$ cat config.mk
export PLATFORM = sky130hd
export DESIGN_NAME = datetime_text_to_epoch_ns
export DESIGN_NICKNAME = d
export VERILOG_FILES = /design/src/sv/dtte_pkg.sv /design/src/sv/dtte_dp.sv /design/src/sv/dtte_ctrl.sv /design/src/sv/datetime_text_to_epoch_ns.sv
export SDC_FILE = /design/constraint.sdc
export NUM_CORES = 2
export LEC_CHECK = 0
export CORE_ASPECT_RATIO = 0.6
export CORE_UTILIZATION = 60
export CTS_CLUSTER_DIAMETER = 40
export CTS_CLUSTER_SIZE = 28
export DETAILED_ROUTE_END_ITERATION = 10
export DONT_BUFFER_PORTS = 1
export PLACE_DENSITY_LB_ADDON = 0.1
export SLEW_MARGIN = 20
export SYNTH_ARGS = -nofsm -noshare
export SYNTH_HDL_FRONTEND = slang
export SYNTH_SLANG_ARGS = --single-unit
$ cat constraint.sdc
create_clock -name clk_i -period 8 [get_ports clk_i]
set_input_delay 1.6 -clock clk_i [delete_from_list [all_inputs] [get_ports clk_i]]
set_output_delay 1.6 -clock clk_i [all_outputs]
set_load 0.02 [all_outputs]
$ cat src/sv/dtte_pkg.sv
// shared types, constants and lookup functions of the datetime text to epoch converter
`default_nettype none
package dtte_pkg;

  localparam int unsigned COUNT_WIDTH = 21;
  localparam logic [COUNT_WIDTH-1:0] MAX_RECORDS_RESET = COUNT_WIDTH'(1000000);

  localparam logic [4:0] LINE_LEN = 5'd29;
  localparam logic [4:0] POS_SAT  = 5'd30;

  localparam logic [7:0] CH_MINUS = 8'h2D;
  localparam logic [7:0] CH_COLON = 8'h3A;
  localparam logic [7:0] CH_DOT   = 8'h2E;
  localparam logic [7:0] CH_SPACE = 8'h20;
  localparam logic [7:0] CH_ZERO  = 8'h30;
  localparam logic [7:0] CH_NINE  = 8'h39;

  typedef enum logic [1:0] {
    CMD_CHAR = 2'd0,
    CMD_EOL  = 2'd1,
    CMD_EOF  = 2'd2,
    CMD_NONE = 2'd3
  } cmd_e;

  typedef enum logic [2:0] {
    ST_OK     = 3'd0,
    ST_SHAPE  = 3'd1,
    ST_NUMBER = 3'd2,
    ST_RANGE  = 3'd3,
    ST_ORDER  = 3'd4,
    ST_LIMIT  = 3'd5,
    ST_EMPTY  = 3'd6
  } status_e;

  typedef enum logic [1:0] {
    LERR_NONE   = 2'd0,
    LERR_SHAPE  = 2'd1,
    LERR_NUMBER = 2'd2
  } lerr_e;

  typedef enum logic [2:0] {
    FLD_YEAR   = 3'd0,
    FLD_MONTH  = 3'd1,
    FLD_DAY    = 3'd2,
    FLD_HOUR   = 3'd3,
    FLD_MINUTE = 3'd4,
    FLD_SECOND = 3'd5,
    FLD_FRAC   = 3'd6
  } fld_e;

  // controller to datapath
  typedef struct packed {
    logic       feed;
    logic       start;
    logic       is_eof;
    logic [4:0] calc;
    logic       emit;
  } dp_cmd_t;

  // datapath to controller
  typedef struct packed {
    logic halts;
  } dp_sts_t;

  typedef struct packed {
    logic       is_sep;
    logic [7:0] sep_chr;
    fld_e       fld;
    logic       first;
    logic       last;
  } pos_info_t;

  function automatic pos_info_t pos_info(logic [4:0] p);
    pos_info_t r;
    r = '{is_sep: 1'b0, sep_chr: CH_MINUS, fld: FLD_FRAC, first: 1'b0, last: 1'b0};
    unique case (p)
      5'd0:  begin r.fld = FLD_YEAR; r.first = 1'b1; end
      5'd1, 5'd2: r.fld = FLD_YEAR;
      5'd3:  begin r.fld = FLD_YEAR; r.last = 1'b1; end
      5'd4:  begin r.is_sep = 1'b1; r.sep_chr = CH_MINUS; end
      5'd5:  begin r.fld = FLD_MONTH; r.first = 1'b1; end
      5'd6:  begin r.fld = FLD_MONTH; r.last = 1'b1; end
      5'd7:  begin r.is_sep = 1'b1; r.sep_chr = CH_MINUS; end
      5'd8:  begin r.fld = FLD_DAY; r.first = 1'b1; end
      5'd9:  begin r.fld = FLD_DAY; r.last = 1'b1; end
      5'd10: begin r.is_sep = 1'b1; r.sep_chr = CH_SPACE; end
      5'd11: begin r.fld = FLD_HOUR; r.first = 1'b1; end
      5'd12: begin r.fld = FLD_HOUR; r.last = 1'b1; end
      5'd13: begin r.is_sep = 1'b1; r.sep_chr = CH_COLON; end
      5'd14: begin r.fld = FLD_MINUTE; r.first = 1'b1; end
      5'd15: begin r.fld = FLD_MINUTE; r.last = 1'b1; end
      5'd16: begin r.is_sep = 1'b1; r.sep_chr = CH_COLON; end
      5'd17: begin r.fld = FLD_SECOND; r.first = 1'b1; end
      5'd18: begin r.fld = FLD_SECOND; r.last = 1'b1; end
      5'd19: begin r.is_sep = 1'b1; r.sep_chr = CH_DOT; end
      5'd20: begin r.fld = FLD_FRAC; r.first = 1'b1; end
      5'd28: begin r.fld = FLD_FRAC; r.last = 1'b1; end
      default: r.fld = FLD_FRAC;
    endcase
    return r;
  endfunction

  function automatic logic [4:0] month_days(logic [3:0] m);
    logic [4:0] r;
    unique case (m)
      4'd2: r = 5'd28;
      4'd4, 4'd6, 4'd9, 4'd11: r = 5'd30;
      default: r = 5'd31;
    endcase
    return r;
  endfunction

  // days before the month in a year that starts in march
  function automatic logic [8:0] doy_base(logic [3:0] m);
    logic [8:0] r;
    unique case (m)
      4'd1:  r = 9'd306;
      4'd2:  r = 9'd337;
      4'd3:  r = 9'd0;
      4'd4:  r = 9'd31;
      4'd5:  r = 9'd61;
      4'd6:  r = 9'd92;
      4'd7:  r = 9'd122;
      4'd8:  r = 9'd153;
      4'd9:  r = 9'd184;
      4'd10: r = 9'd214;
      4'd11: r = 9'd245;
      4'd12: r = 9'd275;
      default: r = 9'd0;
    endcase
    return r;
  endfunction

endpackage
`default_nettype wire

$ cat src/sv/dtte_dp.sv
// datapath: character parser, days-from-civil conversion and result register
`default_nettype none
module dtte_dp (
  input  wire logic                               clk_i,
  input  wire logic                               rst_ni,
  input  wire logic                               cfg_we_i,
  input  wire logic [dtte_pkg::COUNT_WIDTH-1:0]   cfg_wdata_i,
  input  wire dtte_pkg::dp_cmd_t                  cmd_i,
  input  wire logic [7:0]                         char_i,
  output      dtte_pkg::dp_sts_t                  sts_o,
  output      logic [2:0]                         status_o,
  output      logic [63:0]                        epoch_o,
  output      logic [dtte_pkg::COUNT_WIDTH-1:0]   index_o
);

  localparam int unsigned CW = dtte_pkg::COUNT_WIDTH;

  // control state
  logic [CW-1:0]       max_q;
  logic [4:0]          pos_q, pos_d;
  dtte_pkg::lerr_e     lerr_q, lerr_d;
  logic [CW-1:0]       count_q;
  logic                have_last_q;
  logic                eof_q;

  // line payload
  logic [29:0]         acc_q, acc_d;
  logic                neg_q, neg_d, hasd_q, hasd_d;
  logic signed [14:0]  year_q;
  logic signed [7:0]   month_q, day_q, hour_q, minute_q, second_q;
  logic signed [30:0]  frac_q;
  logic [63:0]         last_q;

  // conversion pipeline
  logic signed [14:0]  y_q;
  logic [12:0]         xyr_q;
  logic [25:0]         prod_y_q, prod_yr_q;
  logic                bad_q;
  logic signed [24:0]  days_q;
  logic signed [42:0]  secs_q;
  logic                oor_q;
  logic [46:0]         p_lo_q;
  logic signed [48:0]  p_hi_q;
  logic [63:0]         u_q;

  // ---------------- character parser
  dtte_pkg::pos_info_t pi;
  logic                digit;
  logic [29:0]         acc_base;
  logic signed [30:0]  fval;

  always_comb begin
    pi       = dtte_pkg::pos_info(pos_q);
    digit    = (char_i >= dtte_pkg::CH_ZERO) && (char_i <= dtte_pkg::CH_NINE);
    acc_base = pi.first ? 30'd0 : acc_q;
    acc_d    = acc_q;
    neg_d    = neg_q;
    hasd_d   = hasd_q;
    lerr_d   = lerr_q;
    fval     = '0;
    if (pos_q >= dtte_pkg::LINE_LEN) begin
      lerr_d = dtte_pkg::LERR_SHAPE;
    end else if (pi.is_sep) begin
      if (char_i != pi.sep_chr) lerr_d = dtte_pkg::LERR_SHAPE;
    end else begin
      acc_d  = acc_base;
      neg_d  = pi.first ? 1'b0 : neg_q;
      hasd_d = pi.first ? 1'b0 : hasd_q;
      if (pi.first && char_i == dtte_pkg::CH_MINUS) begin
        neg_d = 1'b1;
      end else if (digit) begin
        acc_d  = 30'((acc_base << 3) + (acc_base << 1) + {22'd0, char_i - dtte_pkg::CH_ZERO});
        hasd_d = 1'b1;
      end else if (lerr_q == dtte_pkg::LERR_NONE) begin
        lerr_d = dtte_pkg::LERR_NUMBER;
      end
      if (pi.last && !hasd_d && lerr_d == dtte_pkg::LERR_NONE) lerr_d = dtte_pkg::LERR_NUMBER;
      fval = neg_d ? -$signed({1'b0, acc_d}) : $signed({1'b0, acc_d});
    end
    pos_d = (pos_q < dtte_pkg::POS_SAT) ? pos_q + 5'd1 : dtte_pkg::POS_SAT;
  end

  // ---------------- conversion steps
  // step 0: shifted year and reciprocal products for division by 25
  logic               mle2;
  logic signed [14:0] y_d;
  logic signed [12:0] qy, qyr;
  logic [13:0]        sum_y, sum_yr;

  always_comb begin
    mle2   = month_q <= 8'sd2;
    y_d    = year_q - $signed({14'd0, mle2});
    qy     = y_d[14:2];
    qyr    = year_q[14:2];
    sum_y  = 14'($signed({qy[12], qy}) + 14'sd2500);
    sum_yr = 14'($signed({qyr[12], qyr}) + 14'sd2500);
  end

  // step 1: leap year, range checks, day number
  logic [7:0]         d25y, d25yr;
  logic [12:0]        rem_yr;
  logic               leap, date_ok, time_ok;
  logic [4:0]         dim;
  logic signed [24:0] t365, q_ext, f100, f400, doy_ext, day_ext, days_d;

  always_comb begin
    d25y    = prod_y_q[24:17];
    d25yr   = prod_yr_q[24:17];
    rem_yr  = xyr_q - 13'({5'd0, d25yr} * 13'd25);
    leap    = (year_q[1:0] == 2'd0) && ((rem_yr != 13'd0) || (d25yr[1:0] == 2'd0));
    dim     = (month_q == 8'sd2 && leap) ? 5'd29 : dtte_pkg::month_days(month_q[3:0]);
    date_ok = (month_q >= 8'sd1) && (month_q <= 8'sd12) && (day_q >= 8'sd1) &&
              (day_q <= $signed({3'd0, dim}));
    time_ok = (hour_q >= 8'sd0) && (hour_q <= 8'sd23) && (minute_q >= 8'sd0) &&
              (minute_q <= 8'sd59) && (second_q >= 8'sd0) && (second_q <= 8'sd59) &&
              !frac_q[30];
    t365    = 25'(y_q) * 25'sd365;
    q_ext   = 25'(y_q >>> 2);
    f100    = $signed({17'd0, d25y}) - 25'sd100;
    f400    = $signed({19'd0, d25y[7:2]}) - 25'sd25;
    doy_ext = $signed({16'd0, dtte_pkg::doy_base(month_q[3:0])});
    day_ext = 25'(day_q);
    days_d  = t365 + q_ext - f100 + f400 + doy_ext + day_ext - 25'sd1 - 25'sd719468;
  end

  // step 2 and 3
  logic signed [42:0] secs_d;
  logic               oor_d;
  always_comb begin
    secs_d = 43'(days_q) * 43'sd86400 + 43'(hour_q) * 43'sd3600 +
             43'(minute_q) * 43'sd60 + 43'(second_q);
    oor_d  = (secs_q > 43'sd9223372036) ||
             (secs_q == 43'sd9223372036 && frac_q > 31'sd854775807) ||
             (secs_q < -43'sd9223372037) ||
             (secs_q == -43'sd9223372037 && frac_q < 31'sd145224192);
  end

  // ---------------- result decision
  dtte_pkg::status_e res_st;
  logic [63:0]       res_val;
  logic [CW-1:0]     res_idx, cnt_inc;
  logic              res_halts, res_upd;

  always_comb begin
    cnt_inc   = count_q + CW'(1);
    res_st    = dtte_pkg::ST_OK;
    res_val   = u_q;
    res_idx   = count_q;
    res_halts = eof_q;
    res_upd   = 1'b0;
    if (!eof_q || pos_q != 5'd0) begin
      priority if (count_q >= max_q) res_st = dtte_pkg::ST_LIMIT;
      else if (pos_q != dtte_pkg::LINE_LEN || lerr_q == dtte_pkg::LERR_SHAPE)
        res_st = dtte_pkg::ST_SHAPE;
      else if (lerr_q == dtte_pkg::LERR_NUMBER) res_st = dtte_pkg::ST_NUMBER;
      else if (bad_q || oor_q) res_st = dtte_pkg::ST_RANGE;
      else if (have_last_q && !($signed(u_q) > $signed(last_q))) res_st = dtte_pkg::ST_ORDER;
      else res_st = dtte_pkg::ST_OK;
      if (res_st != dtte_pkg::ST_OK) begin
        res_val   = '0;
        res_halts = 1'b1;
      end else begin
        res_upd = 1'b1;
        if (eof_q) res_idx = cnt_inc;
      end
    end else if (count_q == '0) begin
      res_st    = dtte_pkg::ST_EMPTY;
      res_val   = '0;
      res_idx   = '0;
      res_halts = 1'b1;
    end else begin
      res_val = last_q;
    end
  end

  assign sts_o.halts = res_halts;

  // ---------------- control registers
  always_ff @(posedge clk_i or negedge rst_ni) begin
    if (!rst_ni) begin
      max_q       <= dtte_pkg::MAX_RECORDS_RESET;
      pos_q       <= '0;
      lerr_q      <= dtte_pkg::LERR_NONE;
      count_q     <= '0;
      have_last_q <= 1'b0;
      eof_q       <= 1'b0;
    end else begin
      if (cfg_we_i) max_q <= cfg_wdata_i;
      if (cmd_i.feed) begin
        pos_q  <= pos_d;
        lerr_q <= lerr_d;
      end
      if (cmd_i.start) eof_q <= cmd_i.is_eof;
      if (cmd_i.emit) begin
        pos_q  <= '0;
        lerr_q <= dtte_pkg::LERR_NONE;
        if (res_upd) begin
          count_q     <= cnt_inc;
          have_last_q <= 1'b1;
        end
      end
    end
  end

  // ---------------- payload registers
  always_ff @(posedge clk_i) begin
    if (cmd_i.feed && pos_q < dtte_pkg::LINE_LEN && !pi.is_sep) begin
      acc_q  <= acc_d;
      neg_q  <= neg_d;
      hasd_q <= hasd_d;
      if (pi.last) begin
        unique case (pi.fld)
          dtte_pkg::FLD_YEAR:   year_q   <= fval[14:0];
          dtte_pkg::FLD_MONTH:  month_q  <= fval[7:0];
          dtte_pkg::FLD_DAY:    day_q    <= fval[7:0];
          dtte_pkg::FLD_HOUR:   hour_q   <= fval[7:0];
          dtte_pkg::FLD_MINUTE: minute_q <= fval[7:0];
          dtte_pkg::FLD_SECOND: second_q <= fval[7:0];
          default:              frac_q   <= fval;
        endcase
      end
    end
    if (cmd_i.calc[0]) begin
      y_q       <= y_d;
      xyr_q     <= sum_yr[12:0];
      prod_y_q  <= {13'd0, sum_y[12:0]} * 26'd5243;
      prod_yr_q <= {13'd0, sum_yr[12:0]} * 26'd5243;
    end
    if (cmd_i.calc[1]) begin
      bad_q  <= !(date_ok && time_ok);
      days_q <= days_d;
    end
    if (cmd_i.calc[2]) secs_q <= secs_d;
    if (cmd_i.calc[3]) begin
      oor_q  <= oor_d;
      p_lo_q <= {30'd0, secs_q[16:0]} * 47'd1000000000;
      p_hi_q <= 49'($signed(secs_q[34:17])) * 49'sd1000000000;
    end
    if (cmd_i.calc[4]) begin
      u_q <= ({{15{p_hi_q[48]}}, p_hi_q} << 17) + {17'd0, p_lo_q} + {33'd0, frac_q};
    end
    if (cmd_i.emit) begin
      status_o <= res_st;
      epoch_o  <= res_val;
      index_o  <= res_idx;
      if (res_upd) last_q <= u_q;
      acc_q    <= '0;
      neg_q    <= 1'b0;
      hasd_q   <= 1'b0;
      year_q   <= '0;
      month_q  <= '0;
      day_q    <= '0;
      hour_q   <= '0;
      minute_q <= '0;
      second_q <= '0;
      frac_q   <= '0;
    end
  end

endmodule
`default_nettype wire

$ cat src/sv/dtte_ctrl.sv
// controller: handshakes, conversion sequencing, halt flag
`default_nettype none
module dtte_ctrl (
  input  wire logic              clk_i,
  input  wire logic              rst_ni,
  input  wire logic              in_valid_i,
  input  wire logic [1:0]        in_cmd_i,
  output      logic              in_ready_o,
  output      logic              out_valid_o,
  input  wire logic              out_ready_i,
  input  wire dtte_pkg::dp_sts_t sts_i,
  output      dtte_pkg::dp_cmd_t cmd_o
);

  typedef enum logic [2:0] {
    S_IDLE, S_C0, S_C1, S_C2, S_C3, S_C4, S_EMIT
  } state_e;

  state_e         state_q;
  logic           halted_q;
  logic           out_valid_q;
  logic           in_acc, load;
  dtte_pkg::cmd_e cmd;

  assign cmd        = dtte_pkg::cmd_e'(in_cmd_i);
  assign in_ready_o = state_q == S_IDLE;
  assign in_acc     = in_valid_i && in_ready_o;
  assign load       = state_q == S_EMIT && (!out_valid_q || out_ready_i);
  assign out_valid_o = out_valid_q;

  always_comb begin
    cmd_o.feed   = in_acc && !halted_q && cmd == dtte_pkg::CMD_CHAR;
    cmd_o.start  = in_acc && !halted_q && (cmd == dtte_pkg::CMD_EOL || cmd == dtte_pkg::CMD_EOF);
    cmd_o.is_eof = cmd == dtte_pkg::CMD_EOF;
    cmd_o.calc   = {state_q == S_C4, state_q == S_C3, state_q == S_C2,
                    state_q == S_C1, state_q == S_C0};
    cmd_o.emit   = load;
  end

  always_ff @(posedge clk_i or negedge rst_ni) begin
    if (!rst_ni) begin
      state_q     <= S_IDLE;
      halted_q    <= 1'b0;
      out_valid_q <= 1'b0;
    end else begin
      if (load) out_valid_q <= 1'b1;
      else if (out_ready_i) out_valid_q <= 1'b0;
      unique case (state_q)
        S_IDLE: if (cmd_o.start) state_q <= S_C0;
        S_C0:   state_q <= S_C1;
        S_C1:   state_q <= S_C2;
        S_C2:   state_q <= S_C3;
        S_C3:   state_q <= S_C4;
        S_C4:   state_q <= S_EMIT;
        S_EMIT: begin
          if (load) begin
            state_q  <= S_IDLE;
            halted_q <= sts_i.halts;
          end
        end
        default: state_q <= S_IDLE;
      endcase
    end
  end

`ifndef SYNTHESIS
  a_halt_sticky: assert property (@(posedge clk_i) disable iff (!rst_ni) !$fell(halted_q))
    else $error("halt flag dropped without reset");
  a_no_overwrite: assert property (@(posedge clk_i) disable iff (!rst_ni)
    (out_valid_q && !out_ready_i) |-> !cmd_o.emit)
    else $error("result register overwritten while full");
  a_rose_after_emit: assert property (@(posedge clk_i) disable iff (!rst_ni)
    $rose(out_valid_q) |-> $past(state_q == S_EMIT))
    else $error("result raised outside the emit step");
  a_line_start: assert property (@(posedge clk_i) disable iff (!rst_ni)
    cmd_o.start |=> (state_q == S_C0 && !in_ready_o))
    else $error("line end did not start conversion");
  a_calc_onehot: assert property (@(posedge clk_i) disable iff (!rst_ni)
    $onehot0({cmd_o.calc, cmd_o.feed}))
    else $error("parser and conversion active together");
`endif

endmodule
`default_nettype wire

$ cat src/sv/datetime_text_to_epoch_ns.sv
// top level of the datetime text to epoch nanoseconds converter
`default_nettype none
// Parses lines of the form YYYY-MM-DD HH:MM:SS.nnnnnnnnn arriving one character
// word per cycle on the slave stream (tuser selects character, end of line or end
// of file) and returns one result word per end of line, plus one at end of file.
// Character words are taken at one per cycle while idle and give no result. An
// end-of-line or end-of-file word starts a conversion (leap and range checks,
// days-from-civil, two split 1e9 multiplies, final add) during which the input
// is held off. The result sits in a one-word output register, so parsing of the
// next line carries on while it waits to be taken. Any error, or end of file,
// halts the block until reset; words arriving while halted are taken and dropped.
// max_records must be written through cfg_we_i/cfg_wdata_i only while the block
// is idle; the user must keep to this, the block itself does not enforce it.
module datetime_text_to_epoch_ns (
  input  wire logic                             clk_i,
  input  wire logic                             rst_ni,
  input  wire logic                             cfg_we_i,
  input  wire logic [dtte_pkg::COUNT_WIDTH-1:0] cfg_wdata_i,   // max_records
  input  wire logic                             s_axis_tvalid,
  output      logic                             s_axis_tready,
  input  wire logic [7:0]                       s_axis_tdata,  // [7:0] character
  input  wire logic [1:0]                       s_axis_tuser,  // [1:0] command
  output      logic                             m_axis_tvalid,
  input  wire logic                             m_axis_tready,
  // [2:0] status, [66:3] epoch_nanoseconds, [87:67] record_index
  output      logic [87:0]                      m_axis_tdata
);

  dtte_pkg::dp_cmd_t                  cmd;
  dtte_pkg::dp_sts_t                  sts;
  logic [2:0]                         status;
  logic [63:0]                        epoch;
  logic [dtte_pkg::COUNT_WIDTH-1:0]   index;

  // sequencing and handshakes
  dtte_ctrl u_ctrl (
    .clk_i       (clk_i),
    .rst_ni      (rst_ni),
    .in_valid_i  (s_axis_tvalid),
    .in_cmd_i    (s_axis_tuser),
    .in_ready_o  (s_axis_tready),
    .out_valid_o (m_axis_tvalid),
    .out_ready_i (m_axis_tready),
    .sts_i       (sts),
    .cmd_o       (cmd)
  );

  // parser, conversion and result register
  dtte_dp u_dp (
    .clk_i       (clk_i),
    .rst_ni      (rst_ni),
    .cfg_we_i    (cfg_we_i),
    .cfg_wdata_i (cfg_wdata_i),
    .cmd_i       (cmd),
    .char_i      (s_axis_tdata),
    .sts_o       (sts),
    .status_o    (status),
    .epoch_o     (epoch),
    .index_o     (index)
  );

  // result word packing, first field lowest
  assign m_axis_tdata = {index, epoch, status};

endmodule
`default_nettype wire
==> summary.md <==
| Metric | Value |
|---|---|
| Crit Path Class | `reg2reg` |
| Area contributors post-synth | `fa_1 (22%), ha_1 (21%), edfxtp_1 (18%)` |
| Synthesized area | `67700 µm²` |
| Routed vias | `47550` |
| Initial antenna violation count | `7` |
| Vias in the first global route | `46095` |
| Layout cells sized above 1 | `0.0676` |
| First-pass GRT wire length | `264000 µm` |
| Slew Limit Fails | `0` |
| Die Ht | `262 µm` |
| Synth Flop Type | `edfxtp_1` |
| Hold crit path type | `reg2reg` |
| Final Hold Viols | `0` |
| #FFs+latches synth | `588` |
| Design Area, Final | `73500 µm²` |
| Yosys synthesis warning count | `0` |
| CP endpoint kind | `flip-flop` |
| Root buffer cell | `clkbuf_16` |
| # DRC | `0` |
| CTS Buffer Depth | `3` |
| Clock Skews | `34.8 ps` |
| Core ar. | `112000 µm²` |
| Syn-to-layout area delta | `8.50%` |
| Cells after Synth | `6640` |
| DR pass1 iterations | `6` |
| TritonCTS clock tree | `built` |
| Post-synth EDFFs | `406` |
| Total CTS buffers | `75` |
| Post-synth top cells | `inv_1 (1414), ha_1 (1144), fa_1 (729), edfxtp_1 (406), nor2_1 (320)` |
| Total GRT Usage | `0.297` |
| Setup-failing EPs final | `0` |
| Slowest-stage cell, CP | `fa_1` |
| Final Util | `0.656` |
| Most frequent CP cell | `fa_1` |
| Slowest stage delay, CP | `550 ps` |
| Max Cap Viol | `0` |
| Yosys cell types | `108` |
| Async set or reset register ratio after synthesis | `0.0952` |
| Post-synth top area share | `0.215` |
| Avg Vias per Cell | `5.73` |
| Die X-Extent | `436 µm` |
| WL/cell | `20.4 µm` |
| Final ANT Viol Nets | `0` |
| Status | `finished, final reports clean` |
| Crit path DAT | `8110 ps` |
| Worst skew pair latency | `700 ps` |
| Synthesized Nets | `8549` |
| DRC marker count from the first detailed-route iteration | `3989` |
| Unrepaired setup endpoints after global routing | `yes` |
| Area post-placement | `70200 µm²` |
| GPL Wtd Cong | `0.986` |
| Max frequency | `0.130 GHz` |
| Most numerous cell in the Yosys netlist | `inv_1` |
| CP Launch Type | `flip-flop` |
| Post-synthesis sequential area ratio | `0.238` |
| I/O Pins | `126` |
| Final wirelength | `169000 µm` |
| Synth area leader | `fa_1` |
| Worst slew pin tran | `1220 ps` |
| Slew margin rel. | `0.184` |
| H-tree level count | `3` |
| Core Rows | `95` |
| Largest net degree at the start of global routing | `135` |
| Clock Sinks | `588` |
| HPWL after DPL | `140000 µm` |
| Grt total ovfl | `0` |
| Initial Util | `0.605` |
| CTS clk-pin slew, worst paths | `70 ps` |
| Min cycle time layout | `7700 ps` |
| Worst Path Required | `8420 ps` |
| Final nets | `8647` |
| Hold-fix buffers, CTS | `0` |
| Synth Area per Inst | `10.2 µm²` |
| I/O Buffers | `0` |
| CP max FO | `5` |
| Area of the die | `114000 µm²` |
| Tcrit/Tclk final | `0.962` |
layer usage:
layer  vias to the layer above  GRT usage  share of wire
li1                      22463          -              -
met1                     23263      0.480           0.50
met2                      1668      0.377           0.38
met3                       152      0.102           0.11
met4                         4     0.0490          0.014
met5                         -    0.00662        0.00069
area by class of cell:
class                           count  area [µm²]
Antenna cell                        2        5.00
Clock buffer                       81        1990
Clock inverter                     58         726
Fill cell                        8917       38500
Inverter                         1415        5320
Multi-Input combinational cell   4525       46400
Sequential cell                   588       16100
Tap cell                         1503        1880
Timing Repair Buffer              133        1020
logic make-up after synthesis:
logic type	share of synthesized area
and+or+nand+nor	0.0812
buffers and inverters	0.0850
AOI/OAI and AO/OA	0.107
xor gates and xnor gates	0.0509
DFF	0.238
muxes	0.0110
adders and majority gates	0.427
critical path: cells and delay by family (launching register included):
family,cells,cell delay [ps]
AO/OA/AOI/OAI,10,2300
XOR/XNOR,3,440
adder cells (fa/ha/maj),9,3740
buffers and inverters,4,330
flip-flops,1,400
AND/OR/NAND/NOR,2,240
metrics by stage:
step	setup TNS (ps)	hold WS [ps]	std cells	setup slack, ps
2_1_floorplan	0	408	6640	26.5
3_3_place_gp	0	424	8152	157
3_5_place_dp	0	438	8152	21.4
4_1_cts	0	461	8291	3.25
5_1_grt	-121	470	8305	-68.4
6_report	0	459	8305	301
worst paths after layout:
check / startpoint / endpoint / slack (ps) / cells past startpoint
max in group asynchronous: rst_ni / u_dp.max_q[19] / 7200 / 0
setup reg to reg: u_dp.days_q[4] / u_dp.secs_q[42] / 300 / 28
hold / removal: u_dp.acc_q[17] / u_dp.acc_q[17] / 460 / 2
setup / recovery: u_dp.days_q[4] / u_dp.secs_q[42] / 300 / 28
min in group asynchronous: rst_ni / u_ctrl.out_valid_o / 600 / 0
hold reg to reg: u_dp.acc_q[17] / u_dp.acc_q[17] / 460 / 2
sequential cells by signal, summed over array words and instances (netlist names), 12 cells and up:
register / cells
u_dp.y_q: 14
u_dp.epoch_o: 64
u_dp.frac_q: 31
u_dp.p_hi_q: 38
u_dp.count_q: 21
u_dp.p_lo_q: 38
u_dp.days_q: 25
u_dp.secs_q: 43
u_dp.max_q: 21
u_dp.u_q: 64
u_dp.acc_q: 30
u_dp.index_o: 21
u_dp.last_q: 64
u_dp.year_q: 15
u_dp.xyr_q: 12
cell usage in the layout, fill, tap and decap left out, types with 46 or more instances in the layout:
cell	n
inv_1	1405
ha_1	1135
fa_1	729
edfxtp_1	406
nor2_1	315
a21oi_1	282
xnor2_1	253
nand2_1	221
o21ai_0	159
a21o_1	150
buf_4	129
xor2_1	125
dfxtp_1	123
nor3_1	96
nand3_1	92
nand4_1	84
clkbuf_16	78
a22o_1	69
mux2i_1	61
a211oi_1	54
and2_1	52
dfrtp_1	49
a31oi_1	46
repair_timing:
item	in CTS	in global routing
gates cloned	0	0
resized for setup	1	93
endpoints found under the setup margin	1	22
pin swaps	0	47
buffers inserted	0	11
Power is left out: the tool's default activity adds up to more than one toggle a clock period on the data nets, which glitch-free logic cannot reach.
